$ cat src/rct_div_cell.sv
module rct_div_cell #(
  parameter int unsigned W   = 11,
  parameter int unsigned BIT = 0
) (
  input  logic           clk_i,
  input  logic           en_i,
  input  logic [2*W-1:0] rem_i,
  input  logic [W-1:0]   dvs_i,
  input  logic [W-1:0]   quo_i,
  output logic [2*W-1:0] rem_o,
  output logic [W-1:0]   dvs_o,
  output logic [W-1:0]   quo_o
);

  logic [2*W-1:0] dsh;
  logic           fits;
  logic [2*W-1:0] rem_d, rem_q;
  logic [W-1:0]   quo_d, quo_q, dvs_q;

  always_comb begin
    dsh   = {{W{1'b0}}, dvs_i} << BIT;
    fits  = rem_i >= dsh;
    rem_d = fits ? (rem_i - dsh) : rem_i;
    quo_d = quo_i;
    if (fits) begin
      quo_d[BIT] = 1'b1;
    end
  end

  always_ff @(posedge clk_i) begin
    if (en_i) begin
      rem_q <= rem_d;
      quo_q <= quo_d;
      dvs_q <= dvs_i;
    end
  end

  assign rem_o = rem_q;
  assign quo_o = quo_q;
  assign dvs_o = dvs_q;

endmodule

$ cat src/rct_div_chain.sv
module rct_div_chain #(
  parameter int unsigned W = 11
) (
  input  logic           clk_i,
  input  logic           en_i,
  input  logic [2*W-1:0] dvd_i,
  input  logic [W-1:0]   dvs_i,
  output logic [W-1:0]   quo_o
);

  logic [2*W-1:0] rem [W+1];
  logic [W-1:0]   dvs [W+1];
  logic [W-1:0]   quo [W+1];

  assign rem[0] = dvd_i;
  assign dvs[0] = dvs_i;
  assign quo[0] = '0;

  // one quotient bit per cell, msb first
  for (genvar i = 0; i < W; i++) begin : g_cell
    rct_div_cell #(
      .W   (W),
      .BIT (W - 1 - i)
    ) u_cell (
      .clk_i (clk_i),
      .en_i  (en_i),
      .rem_i (rem[i]),
      .dvs_i (dvs[i]),
      .quo_i (quo[i]),
      .rem_o (rem[i+1]),
      .dvs_o (dvs[i+1]),
      .quo_o (quo[i+1])
    );
  end

  assign quo_o = quo[W];

endmodule

$ cat config.mk
export PLATFORM = sky130hd
export DESIGN_NAME = rct_div_chain
export DESIGN_NICKNAME = d
export VERILOG_FILES = /design/src/rct_div_cell.sv /design/src/rct_div_chain.sv
export SDC_FILE = /design/constraint.sdc
export NUM_CORES = 1
export LEC_CHECK = 0
export ABC_AREA = 0
export BUFFER_PORTS_ARGS = -buffer_cell sky130_fd_sc_hd__buf_4
export CAP_MARGIN = 25
export CORE_ASPECT_RATIO = 0.6
export CORE_MARGIN = 2
export CORE_UTILIZATION = 32
export DETAILED_ROUTE_END_ITERATION = 8
export PLACE_DENSITY_LB_ADDON = 0.15
export SYNTH_ARGS = -nofsm -noshare
export SYNTH_HDL_FRONTEND = slang
export SYNTH_HIERARCHICAL = 1
export SYNTH_SLANG_ARGS = --single-unit
$ cat constraint.sdc
create_clock -name clk_i -period 3 [get_ports clk_i]
set_input_delay 0.3 -clock clk_i [delete_from_list [all_inputs] [get_ports clk_i]]
set_output_delay 0.3 -clock clk_i [all_outputs]
set_load 0.02 [all_outputs]
==> flow_metrics.env, run 1 <==
export IMPL_run_status="finished, final reports clean"
export IMPL_tns_ns=0
export IMPL_antenna_cells=0
export IMPL_rows=75
export IMPL_path_delay_family="simple AND/OR/NAND/NOR gates"
export IMPL_drt_total_wl_um=54760
export IMPL_tightest_slew_ns=0.7126
export IMPL_die_h_um=209.6
export IMPL_place_hpwl_um=39930
export IMPL_crit_buf_inv=2
export IMPL_grt_use_total_pct=15.12
export IMPL_syn_area_um2=22540
export IMPL_post_drt_wl_per_cell_um=18.85
export IMPL_boundaryPins=46
export IMPL_io_buffers=45
export IMPL_crit_type="reg2reg"
export IMPL_fp_coreArea_um2=69820
export IMPL_maxCapViolations=0
export IMPL_slew_viol_final=0
export IMPL_critPathMaxStageDelay_ns=0.57
export IMPL_ir_drop_mv=0.4213
export IMPL_drive_above_1_share_pct=15.04
export IMPL_clock_latency_ns=0.59
export IMPL_grt_pass1_vias=13658
export IMPL_p_int_uw=14810
export IMPL_worst_path_max_delay_cell="or4_1"
export IMPL_crit_fanout=12
export IMPL_crit_required_ns=3.34
export IMPL_p_sw_uw=7066
export IMPL_finalPower_uw=21870
export IMPL_fmax_mhz=343.2
export IMPL_synth_cells=1747
export IMPL_seq_power_share_pct=41.9
export IMPL_timing_final_crit_share_pct=97.13
export IMPL_drt_iter0_drc=1459
export IMPL_end_kind="flop"
export IMPL_htree_levels=2
export IMPL_finClkSkew_ns=0.02364
export IMPL_clockPowerShare_pct=27.3
export IMPL_cts_tree="built"
export IMPL_clkTransAtPathRegs_ns=0.07
export IMPL_ant_nets=0
export IMPL_drtPass1Iterations=6
export IMPL_grt_first_pass_wirelength_um=84650
export IMPL_viasPerCell=5.012
export IMPL_comb_power_share_pct=30.8
export IMPL_cts_root_buffer_cell="clkbuf_16"
export IMPL_setup_viol=0
export IMPL_layout_nets=2113
export IMPL_grt_max_degree=63
export IMPL_place_congestion=0.9209
export IMPL_area_growth_pct=18.31
export IMPL_drc=0
export IMPL_yosysWarnings=6
export IMPL_die_area_um2=72650
export IMPL_slew_headroom_pct=52.28
export IMPL_path_cells="or4_1 -> or3_4 -> a2111oi_4 -> o21a_4 -> buf_4 -> buf_4 -> o31ai_1"
export IMPL_overflow=0
export IMPL_clk_path_buf_depth=3
export IMPL_antenna_found_initial=0
export IMPL_cts_buffers_inserted=48
export IMPL_vias=14559
export IMPL_hold_path_class="in2reg"
export IMPL_hold_slack_ns=0.07967
export IMPL_p_leak_uw=0.009992
export IMPL_period_needed_ns=2.914
export IMPL_report_final_hold_viol_count=0
export IMPL_initial_core_util_pct=32.29
export IMPL_swShare_pct=32.31
export IMPL_die_w_um=346.6
export IMPL_avgSynthCellArea_um2=12.90
export IMPL_cp_arrival_ns=3.25
export IMPL_crit_path_start_kind="flop"
export IMPL_numClockSinks=451
export IMPL_p_per_area_nw_per_um2=820.1
export IMPL_crit_top_cell="buf_4"
==> layout by cell type (no fill, tap or decap), drive strengths merged, types with 12 or more instances in the layout <==
master       instances
a31oi               14
xor2                62
ha                 121
o21a                17
clkinv              18
nor4b               13
nor3                32
dlygate4sd3         28
inv                160
clkbuf              58
nand4               15
nor4                20
or4                 12
o31ai               19
nor2b               15
buf                142
edfxtp             451
nand2              114
xnor2               47
or3                 20
a21o                26
a211oi              15
o21ai              104
a21oi               98
mux2                24
nor2                86
nand3               29
or2                 13
nand2b              26
==> through the flow <==
| step | util, % | setup WS, ns | cells | area (µm²) |
|---|---|---|---|---|
| after floorplan | - | 0.1560 | 1757 | 22580 |
| after global placement | 35.33 | -0.2879 | 2787 | 24660 |
| after detailed placement | 35.33 | -0.3174 | 2787 | 24660 |
| after CTS | 38.01 | 0.02121 | 2902 | 26530 |
| after global routing | 38.20 | -0.02137 | 2905 | 26670 |
| final | 38.20 | 0.08619 | 2905 | 26670 |
==> flip-flops by register name, summed over array words and instances (netlist names) <==
name,count
g_cell.u_cell/quo_o,121
g_cell.u_cell/dvs_o,110
g_cell.u_cell/rem_o,220
==> power by group through the flow <==
stage | sequential, µW | clock [µW] | combinational [µW]
2_1_floorplan | 9020 | 0 | 4460
3_3_place_gp | 9290 | 0 | 6350
3_5_place_dp | 9280 | 0 | 6410
4_1_cts | 9170 | 6200 | 6530
5_1_grt | 9300 | 6460 | 7410
6_report | 9170 | 5980 | 6730
==> area by class of cell <==
cell class / count / area [µm²]
timing repair buffer: 170 / 1479
multi-input combinational: 1116 / 8349
tap: 924 / 1156
inverter: 159 / 596.8
clock inverter: 27 / 284.0
fill: 6677 / 43150
sequential: 451 / 13540
clock buffer: 58 / 1260
==> per-layer routing <==
layer  wire, µm  global-route usage [%]
met1      32010                   27.08
met2      17710                   16.52
met3       4276                   3.979
met4        769                   3.028
met5          0                       0
==> path summary, 6_finish.rpt <==
path,startpoint,end,slack (ns),cells past startpoint
hold / removal,dvd_i[16],g_cell[0].u_cell/rem_o[16]$_DFFE_PP_,0.08,3
setup / recovery,g_cell[8].u_cell/rem_o[14]$_DFFE_PP_,g_cell[9].u_cell/rem_o[10]$_DFFE_PP_,0.09,7
setup reg to reg,g_cell[8].u_cell/rem_o[14]$_DFFE_PP_,g_cell[9].u_cell/rem_o[10]$_DFFE_PP_,0.09,7
hold reg to reg,g_cell[3].u_cell/quo_o[1]$_DFFE_PP_,g_cell[4].u_cell/quo_o[1]$_DFFE_PP_,0.42,0
==> worst reg2reg max path, stage by stage (launching register included) <==
cell and delay, ns:
edfxtp_1 0.44, or4_1 0.57, or3_4 0.40, a2111oi_4 0.51
o21a_4 0.30, buf_4 0.22, buf_4 0.16, o31ai_1 0.08
==> timing repair <==
| action | 4_1_cts | 5_1_grt |
|---|---|---|
| buffers inserted | 1 | 3 |
| endpoints found under the hold margin | 28 | 0 |
| pin swaps | 1 | 10 |
| gates resized for setup | 4 | 21 |
| setup endpoints to repair | 22 | 91 |
| gates cloned | 1 | 0 |
| hold buffers | 28 | 0 |
(Power assumes the default switching activity.)
==> run 2, diff against run 1 <==
- REMOVE_ABC_BUFFERS: default -> 1
- clock period: 3 -> 3.4 ns (I/O delays scaled with it)
==> flow_metrics.env, run 2 (same netlist as run 1, synthesis figures left out) <==
export IMPL_io_buffers=45
export IMPL_crit_fanout=11
export IMPL_cts_buffers_inserted=47
export IMPL_clkTransAtPathRegs_ns=0.07
export IMPL_slew_viol_final=0
export IMPL_crit_top_cell="inv_1"
export IMPL_cts_setup_buffers=0
export IMPL_final_cell_mix="edfxtp_1, inv_1, ha_1, nand2_1, a21oi_1"
export IMPL_grt_first_pass_wirelength_um=83680
export IMPL_worst_path_max_delay_cell="edfxtp_1"
export IMPL_die_area_um2=72650
export IMPL_crit_type="reg2reg"
export IMPL_place_congestion=0.8888
export IMPL_fmax_mhz=318.4
export IMPL_path_cells="inv_1 -> ha_1 -> inv_1 -> fa_1 -> a21o_1 -> a221oi_2 -> o21ai_0 -> nor3_4 -> buf_4 -> nor4_1 -> xor2_1"
export IMPL_place_hpwl_um=39550
export IMPL_layout_nets=2049
export IMPL_report_final_hold_viol_count=0
export IMPL_p_leak_uw=0.009682
export IMPL_die_w_um=346.6
export IMPL_clk_path_buf_depth=3
export IMPL_area_growth_pct=15.40
export IMPL_dp_slack_ns=0.1684
export IMPL_hold_path_class="in2reg"
export IMPL_drt_total_wl_um=54240
export IMPL_p_per_area_nw_per_um2=731.5
export IMPL_htree_levels=2
export IMPL_timing_final_crit_share_pct=92.37
export IMPL_finClkSkew_ns=0.02623
export IMPL_die_h_um=209.6
export IMPL_drt_iter0_drc=1487
export IMPL_tns_ns=0
export IMPL_crit_required_ns=3.70
export IMPL_crit_path_start_kind="flop"
export IMPL_cp_arrival_ns=3.44
export IMPL_grt_pass1_vias=13344
export IMPL_run_status="finished, final reports clean"
export IMPL_antenna_found_initial=1
export IMPL_slew_headroom_pct=41.49
export IMPL_maxCapViolations=0
export IMPL_rsz0062_at_grt="no"
export IMPL_fin_util_pct=37.26
export IMPL_grt_max_degree=74
export IMPL_fp_coreArea_um2=69820
export IMPL_viasPerCell=5.046
export IMPL_end_kind="flop"
export IMPL_clock_latency_ns=0.59
export IMPL_setup_viol=0
export IMPL_largest_register_ffs=220
export IMPL_critPathMaxStageDelay_ns=0.40
export IMPL_cts_root_buffer_cell="clkbuf_16"
export IMPL_multi_input_comb_area_um2=8225
export IMPL_fin_ws_ns=0.2594
export IMPL_drive_above_1_share_pct=11.59
export IMPL_mostFrequentLayoutCell="edfxtp_1"
export IMPL_rows=75
export IMPL_period_needed_ns=3.141
export IMPL_final_seq_area_um2=13540
export IMPL_numClockSinks=451
export IMPL_tightest_slew_ns=0.8717
export IMPL_boundaryPins=46
export IMPL_vias=14332
export IMPL_post_drt_wl_per_cell_um=19.10
export IMPL_cts_tree="built"
export IMPL_drtPass1Iterations=5
export IMPL_drc=0
export IMPL_initial_core_util_pct=32.29
export IMPL_fillCellCount=6746
export IMPL_overflow=0
export IMPL_ir_drop_mv=0.3793
export IMPL_ant_nets=0
export IMPL_grt_use_total_pct=15.02
==> run 2: cell types whose count changed in the layout (fill, tap and decap cells not counted), moves of 4 or more <==
cell	change
buf_4	-52
dlygate4sd3_1	-7
buf_12	-4
a21oi_1	+4
a21oi_2	-4
==> run 2: what timing repair did <==
item                                    in CTS  in global routing
hold buffers                                21                  0
hold endpoints to repair                    21                  0
gates resized for setup                      0                  1
endpoints found under the setup margin       0                  2
==> run 2: final timing paths <==
kind / startpoint / to / slack (ns) / cells past startpoint
max: g_cell[7].u_cell/rem_o[2]$_DFFE_PP_ / g_cell[8].u_cell/rem_o[19]$_DFFE_PP_ / 0.26 / 11
min reg2reg: g_cell[6].u_cell/quo_o[0]$_DFFE_PP_ / g_cell[7].u_cell/quo_o[0]$_DFFE_PP_ / 0.40 / 0
max reg2reg: g_cell[7].u_cell/rem_o[2]$_DFFE_PP_ / g_cell[8].u_cell/rem_o[19]$_DFFE_PP_ / 0.26 / 11
min: dvd_i[15] / g_cell[0].u_cell/rem_o[15]$_DFFE_PP_ / 0.08 / 2
==> run 2: cell type report <==
type / instances / area share (%)
Clock buffer: 55 / 4.800
Multi-Input combinational cell: 1115 / 31.62
Timing Repair Buffer: 108 / 3.627
Inverter: 159 / 2.294
Clock inverter: 27 / 1.145
Antenna cell: 1 / 0.009620
Tap cell: 924 / 4.444
Sequential cell: 451 / 52.06
==> run 2: worst max-delay path: cells and delay by family (launching register included) <==
kind / cells / cell delay [ns]
compound gates: 3 / 0.88
simple gates: 2 / 0.48
xor+xnor: 1 / 0.15
buf+inv: 3 / 0.38
fa+ha+maj: 2 / 0.55
flops: 1 / 0.40
==> run 2: power breakdown <==
group | internal, µW | switching (µW) | total, µW
sequential | 7450 | 672 | 8120
combinational | 2330 | 3260 | 5590
clock | 3130 | 2180 | 5320
total | 12900 | 6120 | 19000
==> run 2: layer usage <==
| metal | vias up | global-route usage [%] | part of all wire, % |
|---|---|---|---|
| li1 | 6832 | - | - |
| met3 | 61 | 4.493 | 8.8 |
| met5 | - | 0 | 0 |
| met4 | 0 | 3.208 | 1.5 |
| met2 | 467 | 16.05 | 32 |
| met1 | 6972 | 26.82 | 58 |
==> run 2: through the flow <==
step	hold WS, ns	cells	total power (µW)	instance area (µm²)
after floorplan	0.4003	1725	11860	22370
after global placement	0.4005	2735	13530	24250
after detailed placement	0.4045	2735	13620	24250
after CTS	0.01801	2838	19150	26010
after global routing	0.02537	2839	20210	26010
final	0.08028	2840	19030	26010
